===== src/rtl/sorting_deque_engine_macros.svh =====
// Assertion macros used by the deque engine's top level.
// Included by the top level; relies on i_clk and i_rst_n in the including scope.
`ifndef SORTING_DEQUE_ENGINE_MACROS_SVH
`define SORTING_DEQUE_ENGINE_MACROS_SVH

// The consequent must hold in the same cycle as the antecedent.
`define SDE_ASSERT_SAME(label, ante, cons) \
    label: assert property (@(posedge i_clk) disable iff (!i_rst_n) (ante) |-> (cons)) \
        else $error("sorting_deque_engine: same-cycle check failed");

// The consequent must hold in the cycle after the antecedent.
`define SDE_ASSERT_NEXT(label, ante, cons) \
    label: assert property (@(posedge i_clk) disable iff (!i_rst_n) (ante) |=> (cons)) \
        else $error("sorting_deque_engine: next-cycle check failed");

`endif


===== src/rtl/sde_pkg.sv =====
// Shared types, constants and helpers for the sorting deque engine.
// No dependencies; the interfaces, controller, datapath and top level refer to it by scoped names.
package sde_pkg;

    localparam int CAPACITY   = 16;
    localparam int DATA_WIDTH = 32;
    localparam int IDX_W      = $clog2(CAPACITY);
    localparam int CNT_W      = $clog2(CAPACITY + 1);

    // Fixed field widths of the two channels.
    localparam int OP_W        = 3;
    localparam int VALUE_W     = 32;
    localparam int STATUS_W    = 2;
    localparam int OUT_COUNT_W = 5;

    localparam logic [OP_W-1:0] OP_PUSH_FRONT = 3'd0;
    localparam logic [OP_W-1:0] OP_PUSH_BACK  = 3'd1;
    localparam logic [OP_W-1:0] OP_POP_FRONT  = 3'd2;
    localparam logic [OP_W-1:0] OP_POP_BACK   = 3'd3;
    localparam logic [OP_W-1:0] OP_SORT       = 3'd4;
    localparam logic [OP_W-1:0] OP_DEDUP      = 3'd5;

    localparam logic [STATUS_W-1:0] ST_OK    = 2'd0;
    localparam logic [STATUS_W-1:0] ST_EMPTY = 2'd1;
    localparam logic [STATUS_W-1:0] ST_FULL  = 2'd2;

    typedef enum logic [3:0] {
        S_IDLE,
        S_POP,
        S_SORT_PRIME,
        S_SORT_LOAD,
        S_SORT_STEP,
        S_SORT_LAST,
        S_FINISH,
        S_DD_CRD,
        S_DD_CLD,
        S_DD_SCAN,
        S_DD_DONE
    } t_state;

    typedef enum logic [4:0] {
        A_NOP,
        A_PUSH_FRONT,
        A_PUSH_BACK,
        A_POP_FRONT,
        A_POP_BACK,
        A_POP_DONE,
        A_REPORT,
        A_SORT_INIT,
        A_SORT_PRIME,
        A_SORT_LOAD,
        A_SORT_STEP,
        A_SORT_LAST,
        A_DD_INIT,
        A_DD_CRD,
        A_DD_CLD,
        A_DD_SCAN,
        A_DD_DONE
    } t_act;

    typedef struct packed {
        t_act                act;
        logic [STATUS_W-1:0] status;
    } t_dp_cmd;

    typedef struct packed {
        logic full;
        logic empty;
        logic few_entries;
        logic k_at_lim;
        logic lim_one;
        logic is_match;
        logic j_last;
        logic i_last;
    } t_dp_sts;

    // Ring position of an offset from the front entry; both are below CAPACITY.
    function automatic logic [IDX_W-1:0] ring_pos(input logic [IDX_W-1:0] front,
                                                  input logic [IDX_W-1:0] off);
        logic [IDX_W:0] sum;
        sum = {1'b0, front} + {1'b0, off};
        if (sum >= (IDX_W + 1)'(CAPACITY)) begin
            sum = sum - (IDX_W + 1)'(CAPACITY);
        end
        return sum[IDX_W-1:0];
    endfunction

endpackage


===== src/rtl/sde_in_if.sv =====
// Operation channel of the deque engine: valid/ready with op and value.
// Depends on sde_pkg for the field widths.
interface sde_in_if;
    logic                             valid;
    logic                             ready;
    logic [sde_pkg::OP_W-1:0]         op;
    logic signed [sde_pkg::VALUE_W-1:0] value;

    modport source (output valid, output op, output value, input ready);
    modport sink   (input valid, input op, input value, output ready);
endinterface


===== src/rtl/sde_out_if.sv =====
// Result channel of the deque engine: valid/ready with status, count, removed word.
// Depends on sde_pkg for the field widths.
interface sde_out_if;
    logic                                valid;
    logic                                ready;
    logic [sde_pkg::STATUS_W-1:0]        status;
    logic [sde_pkg::OUT_COUNT_W-1:0]     count;
    logic signed [sde_pkg::VALUE_W-1:0]  removed_value;

    modport source (output valid, output status, output count, output removed_value,
                    input ready);
    modport sink   (input valid, input status, input count, input removed_value,
                    output ready);
endinterface


===== src/rtl/sde_ram.sv =====
// Generic simple dual-port RAM: one write port, one read port with registered data.
// No dependencies.
module sde_ram #(
    parameter int WIDTH = 32,
    parameter int DEPTH = 16
) (
    input  logic                     i_clk,
    input  logic                     i_we,
    input  logic [$clog2(DEPTH)-1:0] i_waddr,
    input  logic [WIDTH-1:0]         i_wdata,
    input  logic [$clog2(DEPTH)-1:0] i_raddr,
    output logic [WIDTH-1:0]         o_rdata
);

    logic [WIDTH-1:0] r_mem [DEPTH];
    logic [WIDTH-1:0] r_rdata;

    always_ff @(posedge i_clk) begin
        if (i_we) begin
            r_mem[i_waddr] <= i_wdata;
        end
        r_rdata <= r_mem[i_raddr];
    end

    assign o_rdata = r_rdata;

endmodule


===== src/rtl/sde_ctrl.sv =====
// Controller of the deque engine: state machine that sequences pushes, pops,
// the bubble sort passes and the dedup scan. Depends on sde_pkg.
module sde_ctrl (
    input  logic                     i_clk,
    input  logic                     i_rst_n,
    input  logic                     i_in_valid,
    input  logic [sde_pkg::OP_W-1:0] i_op,
    input  logic                     i_out_ready,
    input  sde_pkg::t_dp_sts         i_sts,
    output logic                     o_in_ready,
    output logic                     o_out_valid,
    output sde_pkg::t_dp_cmd         o_cmd
);

    sde_pkg::t_state r_state, n_state;
    logic            r_out_valid, n_out_valid;
    logic            w_accept;
    logic            w_load;

    assign o_in_ready  = (r_state == sde_pkg::S_IDLE) && (!r_out_valid || i_out_ready);
    assign w_accept    = i_in_valid && o_in_ready;
    assign o_out_valid = r_out_valid;

    // Next state.
    always_comb begin
        n_state = r_state;
        case (r_state)
            sde_pkg::S_IDLE: begin
                if (w_accept) begin
                    case (i_op)
                        sde_pkg::OP_POP_FRONT, sde_pkg::OP_POP_BACK: begin
                            if (!i_sts.empty) n_state = sde_pkg::S_POP;
                        end
                        sde_pkg::OP_SORT: begin
                            if (!i_sts.few_entries) n_state = sde_pkg::S_SORT_LOAD;
                        end
                        sde_pkg::OP_DEDUP: begin
                            if (!i_sts.few_entries) n_state = sde_pkg::S_DD_CLD;
                        end
                        default: n_state = sde_pkg::S_IDLE;
                    endcase
                end
            end
            sde_pkg::S_POP:       n_state = sde_pkg::S_IDLE;
            sde_pkg::S_SORT_PRIME: n_state = sde_pkg::S_SORT_LOAD;
            sde_pkg::S_SORT_LOAD: n_state = sde_pkg::S_SORT_STEP;
            sde_pkg::S_SORT_STEP: begin
                if (i_sts.k_at_lim) n_state = sde_pkg::S_SORT_LAST;
            end
            sde_pkg::S_SORT_LAST: begin
                n_state = i_sts.lim_one ? sde_pkg::S_FINISH : sde_pkg::S_SORT_PRIME;
            end
            sde_pkg::S_FINISH:    n_state = sde_pkg::S_IDLE;
            sde_pkg::S_DD_CRD:    n_state = sde_pkg::S_DD_CLD;
            sde_pkg::S_DD_CLD:    n_state = sde_pkg::S_DD_SCAN;
            sde_pkg::S_DD_SCAN: begin
                if (i_sts.is_match || i_sts.j_last) begin
                    n_state = i_sts.i_last ? sde_pkg::S_DD_DONE : sde_pkg::S_DD_CRD;
                end
            end
            sde_pkg::S_DD_DONE:   n_state = sde_pkg::S_IDLE;
            default:              n_state = sde_pkg::S_IDLE;
        endcase
    end

    // Datapath commands.
    always_comb begin
        o_cmd.act    = sde_pkg::A_NOP;
        o_cmd.status = sde_pkg::ST_OK;
        case (r_state)
            sde_pkg::S_IDLE: begin
                if (w_accept) begin
                    case (i_op)
                        sde_pkg::OP_PUSH_FRONT, sde_pkg::OP_PUSH_BACK: begin
                            if (i_sts.full) begin
                                o_cmd.act    = sde_pkg::A_REPORT;
                                o_cmd.status = sde_pkg::ST_FULL;
                            end else if (i_op == sde_pkg::OP_PUSH_FRONT) begin
                                o_cmd.act = sde_pkg::A_PUSH_FRONT;
                            end else begin
                                o_cmd.act = sde_pkg::A_PUSH_BACK;
                            end
                        end
                        sde_pkg::OP_POP_FRONT, sde_pkg::OP_POP_BACK: begin
                            if (i_sts.empty) begin
                                o_cmd.act    = sde_pkg::A_REPORT;
                                o_cmd.status = sde_pkg::ST_EMPTY;
                            end else if (i_op == sde_pkg::OP_POP_FRONT) begin
                                o_cmd.act = sde_pkg::A_POP_FRONT;
                            end else begin
                                o_cmd.act = sde_pkg::A_POP_BACK;
                            end
                        end
                        sde_pkg::OP_SORT: begin
                            o_cmd.act = i_sts.few_entries ? sde_pkg::A_REPORT
                                                          : sde_pkg::A_SORT_INIT;
                        end
                        sde_pkg::OP_DEDUP: begin
                            o_cmd.act = i_sts.few_entries ? sde_pkg::A_REPORT
                                                          : sde_pkg::A_DD_INIT;
                        end
                        default: o_cmd.act = sde_pkg::A_REPORT;
                    endcase
                end
            end
            sde_pkg::S_POP:        o_cmd.act = sde_pkg::A_POP_DONE;
            sde_pkg::S_SORT_PRIME: o_cmd.act = sde_pkg::A_SORT_PRIME;
            sde_pkg::S_SORT_LOAD:  o_cmd.act = sde_pkg::A_SORT_LOAD;
            sde_pkg::S_SORT_STEP:  o_cmd.act = sde_pkg::A_SORT_STEP;
            sde_pkg::S_SORT_LAST:  o_cmd.act = sde_pkg::A_SORT_LAST;
            sde_pkg::S_FINISH:     o_cmd.act = sde_pkg::A_REPORT;
            sde_pkg::S_DD_CRD:     o_cmd.act = sde_pkg::A_DD_CRD;
            sde_pkg::S_DD_CLD:     o_cmd.act = sde_pkg::A_DD_CLD;
            sde_pkg::S_DD_SCAN:    o_cmd.act = sde_pkg::A_DD_SCAN;
            sde_pkg::S_DD_DONE:    o_cmd.act = sde_pkg::A_DD_DONE;
            default:               o_cmd.act = sde_pkg::A_NOP;
        endcase
    end

    // A result is loaded only when the output register is empty or draining.
    assign w_load = o_cmd.act inside {sde_pkg::A_PUSH_FRONT, sde_pkg::A_PUSH_BACK,
                                      sde_pkg::A_POP_DONE, sde_pkg::A_REPORT,
                                      sde_pkg::A_DD_DONE};

    always_comb begin
        n_out_valid = r_out_valid;
        if (w_load) begin
            n_out_valid = 1'b1;
        end else if (i_out_ready) begin
            n_out_valid = 1'b0;
        end
    end

    always_ff @(posedge i_clk) begin
        if (!i_rst_n) begin
            r_state     <= sde_pkg::S_IDLE;
            r_out_valid <= 1'b0;
        end else begin
            r_state     <= n_state;
            r_out_valid <= n_out_valid;
        end
    end

endmodule


===== src/rtl/sde_datapath.sv =====
// Datapath of the deque engine: entry RAM, ring pointers, sort and dedup
// counters and the result register. Depends on sde_pkg and sde_ram.
module sde_datapath (
    input  logic                                 i_clk,
    input  logic                                 i_rst_n,
    input  sde_pkg::t_dp_cmd                     i_cmd,
    input  logic signed [sde_pkg::VALUE_W-1:0]   i_value,
    output sde_pkg::t_dp_sts                     o_sts,
    output logic [sde_pkg::STATUS_W-1:0]         o_status,
    output logic [sde_pkg::OUT_COUNT_W-1:0]      o_count,
    output logic signed [sde_pkg::VALUE_W-1:0]   o_removed_value
);

    localparam int IW = sde_pkg::IDX_W;
    localparam int CW = sde_pkg::CNT_W;
    localparam int DW = sde_pkg::DATA_WIDTH;

    logic [IW-1:0] r_front;
    logic [CW-1:0] r_count;
    logic [CW-1:0] r_k, r_lim, r_i, r_j, r_kept;
    logic [DW-1:0] r_carry, r_cand;

    logic [sde_pkg::STATUS_W-1:0]       r_status;
    logic [sde_pkg::OUT_COUNT_W-1:0]    r_res_count;
    logic signed [sde_pkg::VALUE_W-1:0] r_removed;

    logic          w_we;
    logic [IW-1:0] w_waddr, w_raddr;
    logic [DW-1:0] w_wdata, w_rdata, w_word;
    logic [IW-1:0] w_front_dec;
    logic [CW-1:0] w_cnt_inc, w_cnt_dec, w_k_inc, w_k_dec, w_j_inc, w_i_inc, w_kept_inc;
    logic          w_carry_gt;

    sde_ram #(
        .WIDTH (DW),
        .DEPTH (sde_pkg::CAPACITY)
    ) u_ram (
        .i_clk   (i_clk),
        .i_we    (w_we),
        .i_waddr (w_waddr),
        .i_wdata (w_wdata),
        .i_raddr (w_raddr),
        .o_rdata (w_rdata)
    );

    assign w_word      = DW'(i_value);
    assign w_front_dec = (r_front == '0) ? IW'(sde_pkg::CAPACITY - 1) : r_front - 1'b1;
    assign w_cnt_inc   = r_count + 1'b1;
    assign w_cnt_dec   = r_count - 1'b1;
    assign w_k_inc     = r_k + 1'b1;
    assign w_k_dec     = r_k - 1'b1;
    assign w_j_inc     = r_j + 1'b1;
    assign w_i_inc     = r_i + 1'b1;
    assign w_kept_inc  = r_kept + 1'b1;
    assign w_carry_gt  = $signed(r_carry) > $signed(w_rdata);

    assign o_sts.full        = (r_count == CW'(sde_pkg::CAPACITY));
    assign o_sts.empty       = (r_count == '0);
    assign o_sts.few_entries = (r_count < CW'(2));
    assign o_sts.k_at_lim    = (r_k == r_lim);
    assign o_sts.lim_one     = (r_lim == CW'(1));
    assign o_sts.is_match    = (w_rdata == r_cand);
    assign o_sts.j_last      = (w_j_inc == r_kept);
    assign o_sts.i_last      = (w_i_inc == r_count);

    // Memory addressing for each command.
    always_comb begin
        w_we    = 1'b0;
        w_waddr = r_front;
        w_wdata = r_carry;
        w_raddr = r_front;
        case (i_cmd.act)
            sde_pkg::A_PUSH_FRONT: begin
                w_we    = 1'b1;
                w_waddr = w_front_dec;
                w_wdata = w_word;
            end
            sde_pkg::A_PUSH_BACK: begin
                w_we    = 1'b1;
                w_waddr = sde_pkg::ring_pos(r_front, r_count[IW-1:0]);
                w_wdata = w_word;
            end
            sde_pkg::A_POP_BACK:  w_raddr = sde_pkg::ring_pos(r_front, w_cnt_dec[IW-1:0]);
            sde_pkg::A_SORT_LOAD: w_raddr = sde_pkg::ring_pos(r_front, r_k[IW-1:0]);
            sde_pkg::A_SORT_STEP: begin
                // The smaller of carry and the fetched word settles one slot back.
                w_we    = 1'b1;
                w_waddr = sde_pkg::ring_pos(r_front, w_k_dec[IW-1:0]);
                w_wdata = w_carry_gt ? w_rdata : r_carry;
                w_raddr = sde_pkg::ring_pos(r_front, w_k_inc[IW-1:0]);
            end
            sde_pkg::A_SORT_LAST: begin
                w_we    = 1'b1;
                w_waddr = sde_pkg::ring_pos(r_front, r_lim[IW-1:0]);
                w_wdata = r_carry;
            end
            sde_pkg::A_DD_INIT: w_raddr = sde_pkg::ring_pos(r_front, IW'(1));
            sde_pkg::A_DD_CRD:  w_raddr = sde_pkg::ring_pos(r_front, r_i[IW-1:0]);
            sde_pkg::A_DD_SCAN: begin
                if (!o_sts.is_match && o_sts.j_last) begin
                    w_we    = 1'b1;
                    w_waddr = sde_pkg::ring_pos(r_front, r_kept[IW-1:0]);
                    w_wdata = r_cand;
                end else begin
                    w_raddr = sde_pkg::ring_pos(r_front, w_j_inc[IW-1:0]);
                end
            end
            default: w_we = 1'b0;
        endcase
    end

    // Control state: ring pointers and entry count.
    always_ff @(posedge i_clk) begin
        if (!i_rst_n) begin
            r_front <= '0;
            r_count <= '0;
        end else begin
            case (i_cmd.act)
                sde_pkg::A_PUSH_FRONT: begin
                    r_front <= w_front_dec;
                    r_count <= w_cnt_inc;
                end
                sde_pkg::A_PUSH_BACK: r_count <= w_cnt_inc;
                sde_pkg::A_POP_FRONT: begin
                    r_front <= sde_pkg::ring_pos(r_front, IW'(1));
                    r_count <= w_cnt_dec;
                end
                sde_pkg::A_POP_BACK: r_count <= w_cnt_dec;
                sde_pkg::A_DD_DONE:  r_count <= r_kept;
                default:             r_count <= r_count;
            endcase
        end
    end

    // Working registers of the sort and dedup walks, and the result register.
    always_ff @(posedge i_clk) begin
        case (i_cmd.act)
            sde_pkg::A_PUSH_FRONT, sde_pkg::A_PUSH_BACK: begin
                r_status    <= sde_pkg::ST_OK;
                r_res_count <= sde_pkg::OUT_COUNT_W'(w_cnt_inc);
                r_removed   <= '0;
            end
            sde_pkg::A_POP_DONE: begin
                r_status    <= sde_pkg::ST_OK;
                r_res_count <= sde_pkg::OUT_COUNT_W'(r_count);
                r_removed   <= sde_pkg::VALUE_W'($signed(w_rdata));
            end
            sde_pkg::A_REPORT: begin
                r_status    <= i_cmd.status;
                r_res_count <= sde_pkg::OUT_COUNT_W'(r_count);
                r_removed   <= '0;
            end
            sde_pkg::A_DD_DONE: begin
                r_status    <= sde_pkg::ST_OK;
                r_res_count <= sde_pkg::OUT_COUNT_W'(r_kept);
                r_removed   <= '0;
            end
            sde_pkg::A_SORT_INIT: begin
                r_lim <= w_cnt_dec;
                r_k   <= CW'(1);
            end
            sde_pkg::A_SORT_PRIME: r_k <= CW'(1);
            sde_pkg::A_SORT_LOAD:  r_carry <= w_rdata;
            sde_pkg::A_SORT_STEP: begin
                r_carry <= w_carry_gt ? r_carry : w_rdata;
                r_k     <= w_k_inc;
            end
            sde_pkg::A_SORT_LAST: r_lim <= r_lim - 1'b1;
            sde_pkg::A_DD_INIT: begin
                r_i    <= CW'(1);
                r_kept <= CW'(1);
            end
            sde_pkg::A_DD_CLD: begin
                r_cand <= w_rdata;
                r_j    <= '0;
            end
            sde_pkg::A_DD_SCAN: begin
                if (o_sts.is_match || o_sts.j_last) begin
                    r_i <= w_i_inc;
                    if (!o_sts.is_match) begin
                        r_kept <= w_kept_inc;
                    end
                end else begin
                    r_j <= w_j_inc;
                end
            end
            default: r_carry <= r_carry;
        endcase
    end

    assign o_status        = r_status;
    assign o_count         = r_res_count;
    assign o_removed_value = r_removed;

endmodule


===== src/rtl/sorting_deque_engine.sv =====
// Top level of the sorting deque engine: controller, datapath and assertions.
// Depends on sde_pkg, sde_in_if, sde_out_if, sde_ctrl, sde_datapath and the macro header.
//
//   Channel   Dir   Beat contents
//   i_cmd     in    op (3b), value (32b signed)
//   o_rsp     out   status (2b), count (5b), removed_value (32b signed)
//
// Push, error and no-op beats load the result register on acceptance; pops first pass through
// S_POP for the registered RAM read. Sort with n entries runs bubble passes through the
// single-read-port entry RAM; dedup runs compare scans of each entry against those kept.
// Reset clears the ring pointers, count, controller state and output valid only; the entry RAM needs no clearing.
// A result held in the output register while o_rsp.ready is low keeps i_cmd.ready low.
`include "sorting_deque_engine_macros.svh"

module sorting_deque_engine (
    input  logic      i_clk,
    input  logic      i_rst_n,
    sde_in_if.sink    i_cmd,
    sde_out_if.source o_rsp
);

    sde_pkg::t_dp_cmd w_cmd;
    sde_pkg::t_dp_sts w_sts;
    logic             w_push_beat;
    logic             w_err_beat;

    sde_ctrl u_ctrl (
        .i_clk       (i_clk),
        .i_rst_n     (i_rst_n),
        .i_in_valid  (i_cmd.valid),
        .i_op        (i_cmd.op),
        .i_out_ready (o_rsp.ready),
        .i_sts       (w_sts),
        .o_in_ready  (i_cmd.ready),
        .o_out_valid (o_rsp.valid),
        .o_cmd       (w_cmd)
    );

    sde_datapath u_datapath (
        .i_clk           (i_clk),
        .i_rst_n         (i_rst_n),
        .i_cmd           (w_cmd),
        .i_value         (i_cmd.value),
        .o_sts           (w_sts),
        .o_status        (o_rsp.status),
        .o_count         (o_rsp.count),
        .o_removed_value (o_rsp.removed_value)
    );

    assign w_push_beat = i_cmd.valid && i_cmd.ready &&
                         (i_cmd.op inside {sde_pkg::OP_PUSH_FRONT, sde_pkg::OP_PUSH_BACK});
    assign w_err_beat  = o_rsp.valid && (o_rsp.status != sde_pkg::ST_OK);

    `SDE_ASSERT_SAME(a_stall_blocks_input, o_rsp.valid && !o_rsp.ready, !i_cmd.ready)
    `SDE_ASSERT_SAME(a_count_bounded, o_rsp.valid, o_rsp.count <= sde_pkg::CAPACITY)
    `SDE_ASSERT_SAME(a_error_no_word, w_err_beat, o_rsp.removed_value == '0)
    `SDE_ASSERT_NEXT(a_push_one_cycle, w_push_beat, o_rsp.valid)

endmodule

===== src/flat_wrapper.sv =====
// flat-port wrapper written by rule: the top's interface ports become plain ports
module sorting_deque_engine_flat 
  (i_clk, i_rst_n, i_cmd_valid, i_cmd_op, i_cmd_value, i_cmd_ready, o_rsp_valid, o_rsp_status, o_rsp_count, o_rsp_removed_value, o_rsp_ready);
  sde_in_if i_cmd_i ();
  sde_out_if o_rsp_i ();
  input  logic i_clk;
  input  logic i_rst_n;
  input wire logic [$bits(i_cmd_i.valid)-1:0] i_cmd_valid;
  input wire logic [$bits(i_cmd_i.op)-1:0] i_cmd_op;
  input wire logic [$bits(i_cmd_i.value)-1:0] i_cmd_value;
  output wire logic [$bits(i_cmd_i.ready)-1:0] i_cmd_ready;
  output wire logic [$bits(o_rsp_i.valid)-1:0] o_rsp_valid;
  output wire logic [$bits(o_rsp_i.status)-1:0] o_rsp_status;
  output wire logic [$bits(o_rsp_i.count)-1:0] o_rsp_count;
  output wire logic [$bits(o_rsp_i.removed_value)-1:0] o_rsp_removed_value;
  input wire logic [$bits(o_rsp_i.ready)-1:0] o_rsp_ready;
  assign i_cmd_i.valid = i_cmd_valid;
  assign i_cmd_i.op = i_cmd_op;
  assign i_cmd_i.value = i_cmd_value;
  assign i_cmd_ready = i_cmd_i.ready;
  assign o_rsp_valid = o_rsp_i.valid;
  assign o_rsp_status = o_rsp_i.status;
  assign o_rsp_count = o_rsp_i.count;
  assign o_rsp_removed_value = o_rsp_i.removed_value;
  assign o_rsp_i.ready = o_rsp_ready;
  sorting_deque_engine u_core (.i_clk(i_clk), .i_rst_n(i_rst_n), .i_cmd(i_cmd_i), .o_rsp(o_rsp_i));
endmodule

===== config.mk =====
export PLATFORM = sky130hd
export DESIGN_NAME = sorting_deque_engine_flat
export DESIGN_NICKNAME = d
export VERILOG_FILES = /design/src/rtl/sde_pkg.sv /design/src/rtl/sde_in_if.sv /design/src/rtl/sde_out_if.sv /design/src/rtl/sde_ram.sv /design/src/rtl/sde_ctrl.sv /design/src/rtl/sde_datapath.sv /design/src/rtl/sorting_deque_engine.sv /design/src/flat_wrapper.sv
export VERILOG_INCLUDE_DIRS = /design/src /design/src/rtl
export SDC_FILE = /design/constraint.sdc
export NUM_CORES = 1
export LEC_CHECK = 0
export BUFFER_PORTS_ARGS = -buffer_cell sky130_fd_sc_hd__buf_2
export CORE_ASPECT_RATIO = 0.9
export CORE_MARGIN = 8
export CORE_UTILIZATION = 45
export DETAILED_ROUTE_END_ITERATION = 8
export PLACE_DENSITY = 0.65
export SLEW_MARGIN = 20
export SYNTH_ARGS = -nofsm -noshare
export SYNTH_HDL_FRONTEND = slang
export SYNTH_SLANG_ARGS = --single-unit
export TNS_END_PERCENT = 10

===== constraint.sdc =====
create_clock -name i_clk -period 9.76 [get_ports i_clk]
set_clock_uncertainty 0.1 [all_clocks]
set_input_delay 0.976 -clock i_clk [delete_from_list [all_inputs] [get_ports i_clk]]
set_output_delay 0.976 -clock i_clk [all_outputs]
set_load 0.02 [all_outputs]

==> results.toml <==
[die]
num_rows = 89
ios = 80
core_sq_um = 65700
die_h_microns = 261
die_w_microns = 288
start_util_pct = 45.5
die-area_sq_um = 75000

[setup_path]
slowest_delay_ps = 680
rr_worst_depth = 21
worstPathRequired_ps = 10140
path_cells = "inv_1, ha_1, and4bb_2, o211ai_1, o311ai_2, a211oi_2, buf_4, or2_1, nor2_1, a221oi_1, o31ai_1, ha_1, inv_1, fa_1, a31oi_1, a211o_4, buf_12, mux2i_1, mux2i_1, a32oi_1, o221ai_1"
critPathLaunchType = "register"
worstReg2RegStart = "u_core.u_datapath.r_count[0]$_SDFFE_PN0P_"
crit_path_top_delay_cell = "dfxtp_1"
critPathBufInv = 4
worst-path-max-fanout = 130
r2r_slack_ps = 3380
worstSetupPathType = "reg2reg"
end_kind = "register"
r2r-end = "u_core.u_datapath.u_ram.o_rdata[14]$_DFF_P_"
worstPathArrival_ps = 6770
critPathTopFamily = "compound AO/OA/AOI/OAI gates"
cp.depth = 21

[synth]
async_flop_share_pct = 0
synth_edf_count = 640
ys_ff_latch = 686
synth_nets = 2305
syn_inst = 2201
syn_area_sq_um = 29900
synth_ff_type = "edfxtp_1"
seq_area_frac_synth_pct = 67.3
synth.avg_cell_area_sq_um = 13.6
ys_warn_count = 0
ys_types = 77

[finish]
drive_above_1_share_pct = 11.0
area_growth_pct = 11.5
final_nets = 2356
layout.cells.non_filler = 3173
mostFrequentLayoutCells = "edfxtp_1 (640), nand2_1 (366), mux2i_1 (104)"
final_common_cell = "edfxtp_1"

[detailed_routing]
routed-via-count = 19000
drtIter0Drc = 2237
viasPerCell = 5.98
routedWlPerCell_microns = 25.1
antenna_left = 0
route.detailed.drc = 0
dr.pass1.iters = 6
wirelength_microns = 79700

[timing]
fmax_mhz = 157
tns_ps = 0
slew_viol_final = 0
finalSetupViolCount = 0
relSlewSlack_pct = 27.8
finalHoldViolations = 0
tightest_slew_ps = 1080
fin_crit_ps = 6380
grt_setup_unrepaired = "no"
finalCritPeriodShare_pct = 65.4

[place]
dpl.hpwl_microns = 45400
gp_congestion = 0.908
dp_cells = 3045
portBuffers = 79

[grt]
antenna_found_initial = 0
grt_pass1_vias = 18700
grt_usage_pct = 21.0
grt_max_degree = 191
overflow = 0
grt_pass1_wl_microns = 119000

[clocking]
cts_buffer_depth = 3
clockRootBuffer = "clkbuf_16"
cts_resized = 0
hold_buffers = 0
ctsHtreeMaxLevel = 3
numCtsBuffers = 69
cts_tree = "done"
clk_pin_slew_ps = 60
numClockSinks = 686
clock_latency_ps = 620
postCtsSetupBuffers = 0

[run]
drv_cap = 0

[worst_hold_path]
hold_class = "reg2reg"
worstHoldStart = "u_core.u_datapath.u_ram.o_rdata[30]$_DFF_P_"
hold_end = "u_core.u_datapath.r_cand[30]$_DFFE_PP_"
hold_depth = 0

[run_status]
status = "finished clean"
==> routing by layer <==
| layer | GRT usage, % | share of wire (%) | up-vias |
|---|---|---|---|
| met5 | 0 | 0 | - |
| met4 | 5.56 | 2.3 | 0 |
| met3 | 4.45 | 8.7 | 139 |
| met2 | 33.2 | 46 | 851 |
| met1 | 29.4 | 43 | 9477 |
| li1 | - | - | 8492 |
==> registers in the layout, indices dropped and copies added, names as in the netlist <==
| register | cells |
|---|---|
| u_core.u_datapath.u_ram.r_mem | 512 |
| u_core.u_datapath.o_removed_value | 32 |
| u_core.u_datapath.r_cand | 32 |
| u_core.u_datapath.r_carry | 32 |
| u_core.u_datapath.u_ram.o_rdata | 32 |
| u_core.u_datapath.o_count | 5 |
| u_core.u_datapath.r_count | 5 |
| u_core.u_datapath.r_i | 5 |
| u_core.u_datapath.r_j | 5 |
| u_core.u_datapath.r_k | 5 |
| u_core.u_datapath.r_kept | 5 |
| u_core.u_datapath.r_lim | 5 |
| u_core.u_ctrl.r_state | 4 |
| u_core.u_datapath.r_front | 4 |
| u_core.u_datapath.o_status | 2 |
| u_core.u_ctrl.o_out_valid | 1 |
==> kinds of logic (layout without fill, tap and decap cells) <==
kind of cell             after synthesis  in the layout  share of synthesized area [%]
multiplexers                         105            105                           3.52
adder cells (fa/ha/maj)               65             65                           2.82
other                                  0              1                              0
AND/OR/NAND/NOR                      661            661                           10.2
AO/OA/AOI/OAI                        409            409                           10.6
buffers and inverters                193            300                           2.97
flip-flops                           686            686                           67.3
XOR/XNOR                              82             82                           2.50
==> synth_stat cells, drive strengths merged (5+ instances only) <==
library cell	n	share of area (%)
o211ai	7	0.19
dfxtp	46	3.1
a21o	14	0.35
a22oi	8	0.20
edfxtp	640	64
mux2i	104	3.5
a31oi	10	0.21
o311ai	5	0.17
nand2	369	4.6
nor2b	7	0.15
or2	6	0.13
xor2	19	0.56
o31ai	5	0.13
nand4	20	0.42
inv	60	0.75
and2	44	0.92
a221o	35	1.2
ha	61	2.6
nand2b	12	0.25
nor2	68	0.86
buf	72	1.5
a32oi	33	0.97
o21ai	29	0.49
nand3b	34	0.85
and3	5	0.10
nor3	16	0.27
a21oi	98	1.6
a22o	34	1.0
a221oi	5	0.15
xnor2	61	1.8
nor4	7	0.20
clkbuf	61	0.77
a32o	63	2.1
o221ai	33	0.97
nand3	56	0.94
==> cell type report <==
type | instances | area (sq um)
Tap cell | 864 | 1080
Sequential cell | 686 | 20100
Clock buffer | 101 | 1890
Antenna cell | 1 | 2.50
Inverter | 60 | 225
Timing Repair Buffer | 113 | 688
Clock inverter | 26 | 219
Fill cell | 5562 | 32300
Multi-Input combinational cell | 1322 | 9110
==> per-stage QoR <==
stage	instance area, sq um	utilization [%]	setup WS (ps)	hold slack [ps]
floorplan	29900	-	3630	404
global placement	31200	47.5	3400	443
detailed placement	31200	47.6	3180	448
CTS	33300	50.8	3410	440
global route	33400	50.8	2930	473
finish	33400	50.8	3380	442
==> worst max path at each step <==
stage	startpoint	end
after detailed placement	i_cmd_op[1]	u_core.u_datapath.u_ram.o_rdata[14]$_DFF_P_
after CTS	u_core.u_datapath.r_count[0]$_SDFFE_PN0P_	u_core.u_datapath.u_ram.o_rdata[14]$_DFF_P_
after floorplan	i_cmd_op[2]	u_core.u_datapath.r_j[0]$_SDFFCE_PN0P_
final	u_core.u_datapath.r_count[0]$_SDFFE_PN0P_	u_core.u_datapath.u_ram.o_rdata[14]$_DFF_P_
after global placement	i_cmd_op[1]	u_core.u_datapath.u_ram.o_rdata[11]$_DFF_P_
after global routing	u_core.u_datapath.r_count[0]$_SDFFE_PN0P_	u_core.u_datapath.u_ram.o_rdata[14]$_DFF_P_
==> worst register-to-register path, stage by stage, from the launching register on <==
cell	delay (ps)
dfxtp_1	680
inv_1	140
ha_1	270
and4bb_2	270
o211ai_1	200
o311ai_2	150
a211oi_2	250
buf_4	330
or2_1	360
nor2_1	110
a221oi_1	210
o31ai_1	110
ha_1	230
inv_1	80
fa_1	420
a31oi_1	350
a211o_4	570
buf_12	560
mux2i_1	450
mux2i_1	110
a32oi_1	170
o221ai_1	120
Power is not shown: default switching activity piles up to over one toggle a cycle in this logic, so the estimate is an artifact.
